## src/rtl/mhs_pkg.sv

```systemverilog
// mhs_pkg: shared types and constants of the murmurhash2 stream hasher
// no dependencies; imported by every module under rtl
`timescale 1ns / 1ps

package mhs_pkg;

   localparam logic [31:0] MIX_MUL     = 32'h5bd1e995;
   localparam int          MIX_SHIFT   = 24;
   localparam int          FIN_SHIFT_A = 13;
   localparam int          FIN_SHIFT_B = 15;
   localparam logic [31:0] SEED_RESET  = 32'd97;
   localparam logic [2:0]  FULL_BYTES  = 3'd4;

   localparam int QUEUE_DEPTH = 2;
   localparam int QPTR_W      = $clog2(QUEUE_DEPTH);
   localparam int QCNT_W      = $clog2(QUEUE_DEPTH + 1);

   // one classified item on its way from the front to the engine
   typedef struct packed {
      logic [31:0] data_word;
      logic [2:0]  valid_bytes;   // saturated to four
      logic        first_word;
      logic        last_word;
      logic [15:0] message_length; // saturated to the maximum length
   } item_type;

endpackage

```

## src/rtl/mhs_front.sv

```systemverilog
// mhs_front: takes items from the request stream, drops items outside a message
// depends on mhs_pkg
`timescale 1ns / 1ps

module mhs_front #(
   parameter int MAX_MESSAGE_BYTES = 65535
) (
   input  logic              clock,
   input  logic              reset,
   input  logic              req_tvalid,
   output logic              req_tready,
   input  logic [55:0]       req_tdata,  // data_word, valid_bytes, message_length, zero pad
   input  logic              req_tlast,
   input  logic              req_tuser,  // first_word
   input  logic              q_full,
   output logic              q_push,
   output mhs_pkg::item_type q_item
);
   import mhs_pkg::*;

   localparam logic [31:0] MaxBytes = 32'(MAX_MESSAGE_BYTES);

   logic        in_msg_ff;
   logic        in_msg_in;
   logic        accept;
   logic        keep;
   logic [2:0]  nbytes;
   logic [15:0] len;

   assign nbytes = req_tdata[34:32];
   assign len    = req_tdata[50:35];

   assign req_tready = !q_full;
   assign accept     = req_tvalid && req_tready;
   // an item that neither opens a message nor belongs to one is dropped
   assign keep       = req_tuser || in_msg_ff;
   assign q_push     = accept && keep;

   always_comb begin
      q_item.data_word      = req_tdata[31:0];
      q_item.valid_bytes    = (nbytes > FULL_BYTES) ? FULL_BYTES : nbytes;
      q_item.first_word     = req_tuser;
      q_item.last_word      = req_tlast;
      q_item.message_length = ({16'd0, len} > MaxBytes) ? MaxBytes[15:0] : len;
   end

   assign in_msg_in = q_push ? !req_tlast : in_msg_ff;

   always_ff @(posedge clock) begin
      if (reset) begin
         in_msg_ff <= 1'b0;
      end else begin
         in_msg_ff <= in_msg_in;
      end
   end

endmodule

```

## src/rtl/mhs_fifo.sv

```systemverilog
// mhs_fifo: short queue of classified items between front and engine
// depends on mhs_pkg
`timescale 1ns / 1ps

module mhs_fifo (
   input  logic              clock,
   input  logic              reset,
   input  logic              push,
   input  mhs_pkg::item_type push_item,
   output logic              full,
   input  logic              pop,
   output logic              not_empty,
   output mhs_pkg::item_type pop_item
);
   import mhs_pkg::*;

   item_type           slot_ff [QUEUE_DEPTH];
   logic [QPTR_W-1:0]  wr_ptr_ff;
   logic [QPTR_W-1:0]  wr_ptr_in;
   logic [QPTR_W-1:0]  rd_ptr_ff;
   logic [QPTR_W-1:0]  rd_ptr_in;
   logic [QCNT_W-1:0]  count_ff;
   logic [QCNT_W-1:0]  count_in;
   logic               do_push;
   logic               do_pop;

   assign full      = (count_ff == QCNT_W'(QUEUE_DEPTH));
   assign not_empty = (count_ff != '0);
   assign pop_item  = slot_ff[rd_ptr_ff];
   assign do_push   = push && !full;
   assign do_pop    = pop && not_empty;

   always_comb begin
      wr_ptr_in = wr_ptr_ff;
      rd_ptr_in = rd_ptr_ff;
      if (do_push) begin
         wr_ptr_in = (wr_ptr_ff == QPTR_W'(QUEUE_DEPTH - 1)) ? '0 : wr_ptr_ff + 1'b1;
      end
      if (do_pop) begin
         rd_ptr_in = (rd_ptr_ff == QPTR_W'(QUEUE_DEPTH - 1)) ? '0 : rd_ptr_ff + 1'b1;
      end
      count_in = count_ff + QCNT_W'(do_push) - QCNT_W'(do_pop);
   end

   always_ff @(posedge clock) begin
      if (reset) begin
         wr_ptr_ff <= '0;
         rd_ptr_ff <= '0;
         count_ff  <= '0;
      end else begin
         wr_ptr_ff <= wr_ptr_in;
         rd_ptr_ff <= rd_ptr_in;
         count_ff  <= count_in;
      end
   end

   always_ff @(posedge clock) begin
      if (do_push) begin
         slot_ff[wr_ptr_ff] <= push_item;
      end
   end

endmodule

```

## src/rtl/mhs_engine.sv

```systemverilog
// mhs_engine: sequencer around one shared multiplier that mixes and finalizes the hash
// depends on mhs_pkg
`timescale 1ns / 1ps

module mhs_engine (
   input  logic              clock,
   input  logic              reset,
   input  logic [31:0]       seed,
   input  logic              q_valid,
   input  mhs_pkg::item_type q_item,
   output logic              q_pop,
   output logic              rsp_tvalid,
   input  logic              rsp_tready,
   output logic [31:0]       rsp_tdata   // result hash
);
   import mhs_pkg::*;

   typedef enum logic [2:0] {
      ST_IDLE,
      ST_K1,
      ST_K2,
      ST_HMIX,
      ST_TAIL,
      ST_FIN,
      ST_EMIT
   } state_type;

   state_type   state_ff;
   state_type   state_in;
   item_type    item_ff;
   item_type    item_in;
   logic [31:0] hash_ff;
   logic [31:0] hash_in;
   logic [31:0] k_ff;
   logic [31:0] k_in;
   logic        out_valid_ff;
   logic        out_valid_in;
   logic [31:0] out_data_ff;
   logic [31:0] out_data_in;
   logic [31:0] mul_a;
   logic [31:0] product;
   logic [31:0] tail_mask;
   logic [31:0] start_hash;
   logic        out_free;

   assign product  = mul_a * MIX_MUL;
   assign out_free = !out_valid_ff || rsp_tready;

   always_comb begin
      case (item_ff.valid_bytes)
         3'd1:    tail_mask = 32'h0000_00ff;
         3'd2:    tail_mask = 32'h0000_ffff;
         default: tail_mask = 32'h00ff_ffff;
      endcase
   end

   assign start_hash = q_item.first_word ? (seed ^ {16'd0, q_item.message_length}) : hash_ff;

   always_comb begin
      state_in     = state_ff;
      item_in      = item_ff;
      hash_in      = hash_ff;
      k_in         = k_ff;
      out_data_in  = out_data_ff;
      out_valid_in = out_valid_ff && !rsp_tready;
      q_pop        = 1'b0;
      mul_a        = hash_ff;
      case (state_ff)
         ST_IDLE: begin
            if (q_valid) begin
               q_pop   = 1'b1;
               item_in = q_item;
               hash_in = start_hash;
               if (q_item.valid_bytes == FULL_BYTES) begin
                  state_in = ST_K1;
               end else if (q_item.valid_bytes != 3'd0) begin
                  state_in = ST_TAIL;
               end else if (q_item.last_word) begin
                  state_in = ST_FIN;
               end
            end
         end
         ST_K1: begin
            mul_a    = item_ff.data_word;
            k_in     = product;
            state_in = ST_K2;
         end
         ST_K2: begin
            mul_a    = k_ff ^ (k_ff >> MIX_SHIFT);
            k_in     = product;
            state_in = ST_HMIX;
         end
         ST_HMIX: begin
            mul_a    = hash_ff;
            hash_in  = product ^ k_ff;
            state_in = item_ff.last_word ? ST_FIN : ST_IDLE;
         end
         ST_TAIL: begin
            mul_a    = hash_ff ^ (item_ff.data_word & tail_mask);
            hash_in  = product;
            state_in = item_ff.last_word ? ST_FIN : ST_IDLE;
         end
         ST_FIN: begin
            mul_a    = hash_ff ^ (hash_ff >> FIN_SHIFT_A);
            k_in     = product;
            state_in = ST_EMIT;
         end
         ST_EMIT: begin
            if (out_free) begin
               out_data_in  = k_ff ^ (k_ff >> FIN_SHIFT_B);
               out_valid_in = 1'b1;
               state_in     = ST_IDLE;
            end
         end
         default: begin
            state_in = ST_IDLE;
         end
      endcase
   end

   always_ff @(posedge clock) begin
      if (reset) begin
         state_ff     <= ST_IDLE;
         out_valid_ff <= 1'b0;
      end else begin
         state_ff     <= state_in;
         out_valid_ff <= out_valid_in;
      end
      item_ff     <= item_in;
      hash_ff     <= hash_in;
      k_ff        <= k_in;
      out_data_ff <= out_data_in;
   end

   assign rsp_tvalid = out_valid_ff;
   assign rsp_tdata  = out_data_ff;

`ifndef ASSERT_OFF
   a_pop_only_idle: assert property (@(posedge clock) disable iff (reset)
      q_pop |-> (state_ff == ST_IDLE) && q_valid)
      else $error("queue popped outside idle");

   a_result_from_emit: assert property (@(posedge clock) disable iff (reset)
      $rose(out_valid_ff) |-> $past(state_ff == ST_EMIT))
      else $error("result raised outside emit step");

   a_k2_after_k1: assert property (@(posedge clock) disable iff (reset)
      (state_ff == ST_K1) |=> (state_ff == ST_K2))
      else $error("word mix sequence broken");
`endif

endmodule

```

## src/rtl/murmurhash2_stream_hasher.sv

```systemverilog
// murmurhash2_stream_hasher: top level, front, queue and hash engine wired together
// depends on mhs_pkg, mhs_front, mhs_fifo, mhs_engine
`timescale 1ns / 1ps

// 32-bit murmurhash2 over a message streamed as little-endian words. the item
// flagged in tuser (first_word) opens a message and starts the hash as the seed
// xor the message length; tlast closes it and one hash result follows on rsp.
// items outside a message are dropped. a front stage classifies items into a
// two-entry queue; the engine behind it shares one 32x32 multiplier, so a full
// word steps through K1, K2 and HMIX, a partial word through TAIL, and the
// closing item then through FIN and EMIT to the output register. the seed on
// csr is taken at any time but should only change between messages.
module murmurhash2_stream_hasher #(
   parameter int MAX_MESSAGE_BYTES = 65535
) (
   input  logic        clock,
   input  logic        reset,
   // request stream
   input  logic        req_tvalid,
   output logic        req_tready,
   input  logic [55:0] req_tdata,  // data_word[31:0], valid_bytes[34:32],
                                   // message_length[50:35], zero pad
   input  logic        req_tlast,  // last_word
   input  logic        req_tuser,  // first_word
   // result stream
   output logic        rsp_tvalid,
   input  logic        rsp_tready,
   output logic [31:0] rsp_tdata,  // result hash
   // seed register write
   input  logic        csr_valid,
   output logic        csr_ready,
   input  logic [31:0] csr_data    // hash_seed
);
   import mhs_pkg::*;

   logic [31:0] seed_ff;
   logic [31:0] seed_in;
   logic        q_push;
   logic        q_full;
   logic        q_pop;
   logic        q_valid;
   item_type    front_item;
   item_type    queue_item;

   // seed register, always writable
   assign csr_ready = 1'b1;
   assign seed_in   = (csr_valid && csr_ready) ? csr_data : seed_ff;

   always_ff @(posedge clock) begin
      if (reset) begin
         seed_ff <= SEED_RESET;
      end else begin
         seed_ff <= seed_in;
      end
   end

   // front: accept and drop items outside a message
   mhs_front #(
      .MAX_MESSAGE_BYTES(MAX_MESSAGE_BYTES)
   ) u_front (
      .clock      (clock),
      .reset      (reset),
      .req_tvalid (req_tvalid),
      .req_tready (req_tready),
      .req_tdata  (req_tdata),
      .req_tlast  (req_tlast),
      .req_tuser  (req_tuser),
      .q_full     (q_full),
      .q_push     (q_push),
      .q_item     (front_item)
   );

   // queue decouples front from engine
   mhs_fifo u_fifo (
      .clock     (clock),
      .reset     (reset),
      .push      (q_push),
      .push_item (front_item),
      .full      (q_full),
      .pop       (q_pop),
      .not_empty (q_valid),
      .pop_item  (queue_item)
   );

   // engine: mix, finalize, hold the result item
   mhs_engine u_engine (
      .clock      (clock),
      .reset      (reset),
      .seed       (seed_ff),
      .q_valid    (q_valid),
      .q_item     (queue_item),
      .q_pop      (q_pop),
      .rsp_tvalid (rsp_tvalid),
      .rsp_tready (rsp_tready),
      .rsp_tdata  (rsp_tdata)
   );

endmodule
```

## config.mk

```make
export PLATFORM = sky130hd
export DESIGN_NAME = murmurhash2_stream_hasher
export DESIGN_NICKNAME = d
export VERILOG_FILES = /design/src/rtl/mhs_pkg.sv /design/src/rtl/mhs_front.sv /design/src/rtl/mhs_fifo.sv /design/src/rtl/mhs_engine.sv /design/src/rtl/murmurhash2_stream_hasher.sv
export SDC_FILE = /design/constraint.sdc
export NUM_CORES = 1
export LEC_CHECK = 0
export BUFFER_PORTS_ARGS = -buffer_cell sky130_fd_sc_hd__buf_4
export CAP_MARGIN = 25
export CORE_UTILIZATION = 63
export CTS_CLUSTER_DIAMETER = 80
export DETAILED_ROUTE_END_ITERATION = 10
export GPL_TIMING_DRIVEN = 0
export PLACE_DENSITY = 0.85
export SYNTH_ARGS = -nofsm -noshare
export SYNTH_HDL_FRONTEND = slang
export SYNTH_HIERARCHICAL = 1
export SYNTH_SLANG_ARGS = --single-unit
export TNS_END_PERCENT = 100
```

## constraint.sdc

```tcl
create_clock -name clock -period 9.7 [get_ports clock]
set_input_delay 2.425 -clock clock [delete_from_list [all_inputs] [get_ports clock]]
set_output_delay 2.425 -clock clock [all_outputs]
set_load 0.01 [all_outputs]
```

==> run metrics, run 1 <==
Mapped Nets ~2300; crit path kind reg -> reg; layout cell share with drive strength beyond 1 0.143; CTS H-tree lvls 1; Root Driver clkbuf_16; biggest area consumer among synthesized cells edfxtp_1; r2r worst-path depth 33; final wirelength 54800 um; Mapped Cells around 1800; final cycle utilization of the critical path 0.953; Reg clk slew, reported paths 0.06 ns; Rows 66; Max Cap Viol 0; Yosys reg bits 280; Seq/Total Area, Yosys 0.376; Setup crit end kind register; CP Max Fanout 15; Startpoint Class register; Routed met3 length between 4000 and 5000 um; CTS sink count 280; placed inst area 22500 um2; CP max-delay cell clkbuf_1; Nets around 2400; initial antenna violation count 0; actual slew at the worst max-slew pin 1.10 ns; HPWL Detailed 43600 um; count of different cell masters after synthesis 76; Synth top area share 0.337; Tightest Hold Check Type reg -> reg; Chip Width 186 um; Final Max Slew Viols 0; Top FF cell, synth edfxtp_1; Slew headroom 0.261; M1 WL 20700 um; first-pass GRT wire length about 83000 um; crit path from u_engine/state_ff[2]$_SDFFE_PP0P_; Starting Density 0.646; initial DRC count 1400; RePlAce Congestion 1.00; max layer used met4; Final ANT Viol Nets 0; Post-synth ARST share 0; EDFF count, synth about 240; setup-violating endpoint count in the final report 0; Synth area leaders edfxtp_1, fa_1, ha_1, inv_1, dfxtp_1; Max Freq between 100 and 150 MHz; Finished Layout Cells about 2400; CTS tree built; Routed wire per std cell 22.7 um; drt drc 0; yosys warns 6; CP dominant cell by count inv_1; die footprint 34400 um2; status completed; placed cells 2368; Arrival @ worst endpoint between 9 and 10 ns; clock skew 0.0224 ns; first-pass iteration count of the detailed router 9; reg-to-reg endpoint u_engine/hash_ff[31]$_DFFE_PP_; area grow syn2layout 9.68%; cell area after synthesis 21200 um2; largest net degree at the start of global routing 38; worst r2r src u_engine/state_ff[2]$_SDFFE_PP0P_; Mapped Avg Cell Area 11.5 um2; register-to-register setup slack 0.46 ns; Buffers on Ports 74; final hold violation count 0; number of global-route vias before repair 14900; die height 186 um; latest clock arrival within the worst-skew pair between 0.5 and 0.6 ns; CP Capture Point u_engine/hash_ff[31]$_DFFE_PP_; CTS Buf Count 24; crit path time final around 9 ns; I/O Pins 130; gr usage total 0.328; core area 32900 um2; cell area after layout 23300 um2; WL met2 26700 um; vias per inst 5.87; CP max stage delay 0.58 ns; Diodes inserted 0; routed via count 14200; required time worst endpoint 9.94 ns; CTS Buffer Depth 3; GR Overflow Total 0
==> critical path: cells and delay by family, from the launching register on <==
| kind | cells | cell delay (ns) |
|---|---|---|
| AO/OA/AOI/OAI | 8 | 2.21 |
| XOR/XNOR | 2 | 0.41 |
| adder cells (fa/ha/maj) | 9 | 3.55 |
| buffers and inverters | 10 | 1.43 |
| flip-flops | 1 | 0.38 |
| AND/OR/NAND/NOR | 4 | 0.95 |
==> synthesized netlist by cell type (all sizes together), types with 4 or more instances <==
master,count
or2,6
fa,179
o21a,6
a32oi,4
o311ai,6
xnor2,61
clkbuf,25
nor3,9
a22oi,35
mux2i,34
buf,72
or3,8
xnor3,5
nand2,70
inv,368
nand2b,9
edfxtp,238
mux2,53
a21oi,49
a221oi,5
nor3b,7
and2,9
o221ai,9
and3,5
o21ai,85
dfxtp,42
nor2,80
nor2b,15
ha,218
xor2,52
a31oi,9
a221o,14
a21o,8
nand3,11
o31ai,7
==> routing by layer <==
| layer | track usage | vias up |
|---|---|---|
| met3 | 0.0487 | 159 |
| met4 | 0.159 | 0 |
| met1 | 0.415 | 6945 |
| met2 | 0.556 | 708 |
| met5 | 0 | - |
| li1 | - | 6351 |
==> what timing repair did <==
action,4_1_cts,5_1_grt
setup buffers,0,2
setup endpoints to repair,7,8
hold buffers,0,0
resized for setup,3,9
cloned,0,0
pin swaps,0,1
==> cell type report <==
| cell class | instances | area, um2 |
|---|---|---|
| buffer | 95 | 653 |
| clock buffer | 37 | 699 |
| clock inverter | 7 | 46.3 |
| fill | 2313 | 9570 |
| inverter | 368 | 1380 |
| multi-input combinational | 1097 | 11300 |
| sequential | 280 | 7990 |
| tap | 442 | 553 |
| timing repair buffer | 86 | 701 |
==> layout by cell type, fill, tap and decap left out, types with 7 or more instances in the layout <==
cell and count:
nand3_1 7, nand2_1 67, inv_1 366, mux2_2 53
a31oi_1 9, buf_12 7, mux2i_1 34, edfxtp_1 238
and2_1 7, a221o_1 12, a21o_1 8, nand2b_1 8
buf_4 136, buf_2 8, o31ai_1 7, xnor2_1 60
fa_1 179, a22oi_1 34, ha_1 218, clkbuf_16 24
o221ai_1 9, or3_1 8, nor3_1 9, clkbuf_1 29
dfxtp_1 42, o21ai_0 79, nor2_1 79, nor2b_1 15
xor2_1 52, a21oi_1 49
==> worst min-delay path by stage <==
stage	from	to	slack, ns	cells after the start
2_1_floorplan	u_front/in_msg_ff$_SDFFE_PP0P_	u_front/in_msg_ff$_SDFFE_PP0P_	0.44	2
3_3_place_gp	u_front/in_msg_ff$_SDFFE_PP0P_	u_front/in_msg_ff$_SDFFE_PP0P_	0.46	2
3_5_place_dp	u_front/in_msg_ff$_SDFFE_PP0P_	u_front/in_msg_ff$_SDFFE_PP0P_	0.48	2
4_1_cts	u_front/in_msg_ff$_SDFFE_PP0P_	u_front/in_msg_ff$_SDFFE_PP0P_	0.49	2
5_1_grt	u_front/in_msg_ff$_SDFFE_PP0P_	u_front/in_msg_ff$_SDFFE_PP0P_	0.52	2
6_report	u_front/in_msg_ff$_SDFFE_PP0P_	u_front/in_msg_ff$_SDFFE_PP0P_	0.50	2
==> stage by stage <==
stage	utilization	hold WS [ns]	setup TNS, ns	setup WS [ns]
floorplan	-	0.442	0	1.11
global placement	0.680	0.457	-30.43	-1.89
detailed placement	0.685	0.485	-0.890	-0.350
CTS	0.708	0.494	0	0.121
global route	0.709	0.521	-0.0411	-0.0411
finish	0.709	0.497	0	0.461
==> registers in the layout (all words and copies together), names as in the netlist, named ones only <==
| name | cells |
|---|---|
| u_engine/rsp_tdata | 32 |
| u_fifo/rd_ptr_ff | 1 |
| u_engine/rsp_tvalid | 1 |
| u_fifo/wr_ptr_ff | 1 |
| u_front/in_msg_ff | 1 |
| u_fifo/slot_ff | 106 |
| u_fifo/count_ff | 2 |
| u_engine/state_ff | 3 |
| seed_ff | 32 |
| u_engine/item_ff | 36 |
| u_engine/hash_ff | 32 |
| u_engine/k_ff | 32 |
==> cells by family after synthesis <==
kind of cell    Yosys count  synth area share
buf+inv                 465            0.0960
fa+ha+maj               397             0.297
flops                   280             0.376
compound gates          259            0.0814
simple gates            235            0.0527
xor+xnor                118            0.0523
mux                      87            0.0441
other cells               1          0.000177
Power of run 1 is not shown: default switching activity piles up to over one toggle a cycle in this logic, so the estimate is an artifact.
==> run 2: changes to the inputs <==
--- a/config.mk
+++ b/config.mk
@@ -5,13 +5,13 @@
 export SDC_FILE = /design/constraint.sdc
 export NUM_CORES = 1
 export LEC_CHECK = 0
-export BUFFER_PORTS_ARGS = -buffer_cell sky130_fd_sc_hd__buf_4
+export BUFFER_PORTS_ARGS = -buffer_cell sky130_fd_sc_hd__buf_2
 export CAP_MARGIN = 25
-export CORE_UTILIZATION = 63
+export CORE_UTILIZATION = 45
 export CTS_CLUSTER_DIAMETER = 80
 export DETAILED_ROUTE_END_ITERATION = 10
 export GPL_TIMING_DRIVEN = 0
-export PLACE_DENSITY = 0.85
+export PLACE_DENSITY = 0.65
 export SYNTH_ARGS = -nofsm -noshare
 export SYNTH_HDL_FRONTEND = slang
 export SYNTH_HIERARCHICAL = 1
==> run metrics, run 2 (synthesis gave the netlist of run 1 again) <==
gr usage total 0.236 (-0.0926); Tightest Hold Check Type reg -> reg; first-pass GRT wire length 83800 um (+1.3%); CP dominant cell by count inv_1; CTS sink count 280 (unchanged); Buf/Inv on CP 11 (+1); Diodes inserted 0 (unchanged); Reg with most FFs u_fifo/slot_ff; Reg clk slew, reported paths 0.06 ns (about the same); cell area after layout 23400 um2 (+0.54%); Buffers on Ports 74 (unchanged); Rows 79 (+20%); GR Overflow Total 0 (unchanged); Max Cap Viol 0 (unchanged); Arrival @ worst endpoint 9.46 ns (-0.02 ns); RePlAce Congestion 0.948 (-5.5%); number of global-route vias before repair 14200 (-5.2%); vias per inst 5.33 (-9.2%); crit path kind reg -> reg; fin util 0.503 (-0.206); required time worst endpoint 9.96 ns (+0.02 ns); cell family with most CP delay adder cells; Starting Density 0.456 (-0.190); status completed; CTS H-tree lvls 1 (unchanged); CTS Buf Count 26 (+8.3%); CTS Buffer Depth 3 (unchanged); most frequent cells in the layout inv_1, edfxtp_1, ha_1, fa_1, buf_2; commonest non-fill, non-tap cell in the layout inv_1; Startpoint Class register; routed via count 13800 (-2.7%); Chip Width 219 um (+18%); initial DRC count 1027 (-27%); final wirelength 55100 um (+0.64%); final cycle utilization of the critical path 0.949 (-0.00349); Final Max Slew Viols 0 (unchanged); placed inst area 22500 um2 (+0.21%); area grow syn2layout 10.3%; Nets 2449 (+0.20%); fill cell count 4086 (+77%); crit path time final 9.21 ns (-0.0339 ns); Slew headroom 0.313 (+0.0526); actual slew at the worst max-slew pin 1.03 ns (-0.0673 ns); I/O Pins 130 (unchanged); largest net degree at the start of global routing 37 (-2.6%); core area 46600 um2 (+42%); Final TNS setup 0 ns (unchanged); Max Freq 109 MHz (+0.37%); hold slack 0.481 ns (-0.0159 ns); number of flip-flops in the largest register 106 (unchanged); Setup crit end kind register; die footprint 48100 um2 (+40%); setup-violating endpoint count in the final report 0 (unchanged); clock skew 0.0142 ns (-0.00819 ns); CP Max Fanout 15 (unchanged); first-pass iteration count of the detailed router 6 (-3); Root Driver clkbuf_16; Routed wire per std cell 21.3 um (-6.1%); CP max-delay cell fa_1; latest clock arrival within the worst-skew pair 0.55 ns (+0.02 ns); layout cell share with drive strength beyond 1 0.149 (+0.00658); CP max stage delay 0.58 ns (about the same); final hold violation count 0 (unchanged); drt drc 0 (unchanged); die height 219 um (+18%); hold_buf cts 0 (unchanged); largest registers u_fifo/slot_ff x106, u_engine/item_ff x36; HPWL Detailed 44500 um (+2.1%); Final ANT Viol Nets 0 (unchanged); initial antenna violation count 0 (unchanged); CTS tree built
run 2: cell types whose count changed in the layout (fill, tap and decap cells not counted), sizes merged:
cell	before	now
bufinv	0	1
buf	158	161
clkinvlp	0	6
clkbuf	60	50
clkinv	6	13
run 2: repair_timing:
action,CTS,global route
setup endpoints to repair,5,12
pin swaps,0,2
buffers inserted,0,3
resized for setup,3,14
run 2: worst register-to-register path, delay by kind of cell (launching register included):
family | cells | cell delay, ns
fa+ha+maj | 9 | 3.53
buf+inv | 11 | 1.60
simple gates | 4 | 0.96
xor+xnor | 2 | 0.32
compound gates | 8 | 2.16
flops | 1 | 0.39
run 2: layout make-up:
type	count	area, um2	area share
multi-input combinational	1097	11300	0.482
sequential	280	7990	0.341
inverter	368	1380	0.0590
tap	607	759	0.0324
clock buffer	27	654	0.0279
buffer	94	652	0.0278
timing repair buffer	90	548	0.0234
clock inverter	21	156	0.00668
run 2: through the flow:
| step | worst slack, ns | std cells |
|---|---|---|
| floorplan | 1.11 | 1842 |
| global placement | -2.16 | 2523 |
| detailed placement | -0.334 | 2536 |
| CTS | 0.0439 | 2584 |
| global route | -0.0754 | 2584 |
| finish | 0.495 | 2584 |
run 2: routing by layer:
| layer | vias up | track usage | wire [um] |
|---|---|---|---|
| li1 | 6368 | - | - |
| met1 | 6825 | 0.312 | 22900 |
| met2 | 495 | 0.402 | 27000 |
| met3 | 93 | 0.0255 | 3200 |
| met4 | 0 | 0.0796 | 1980 |
| met5 | - | 0 | 0 |
run 2: worst paths after layout:
path / start / end / slack (ns) / cells past startpoint
worst max-delay path: u_engine/state_ff[2]$_SDFFE_PP0P_ / u_engine/hash_ff[31]$_DFFE_PP_ / 0.49 / 34
worst min-delay path: u_front/in_msg_ff$_SDFFE_PP0P_ / u_front/in_msg_ff$_SDFFE_PP0P_ / 0.48 / 2
worst max register to register: u_engine/state_ff[2]$_SDFFE_PP0P_ / u_engine/hash_ff[31]$_DFFE_PP_ / 0.49 / 34
worst min register to register: u_front/in_msg_ff$_SDFFE_PP0P_ / u_front/in_msg_ff$_SDFFE_PP0P_ / 0.48 / 2
Power of run 2 is left out for the same reason.
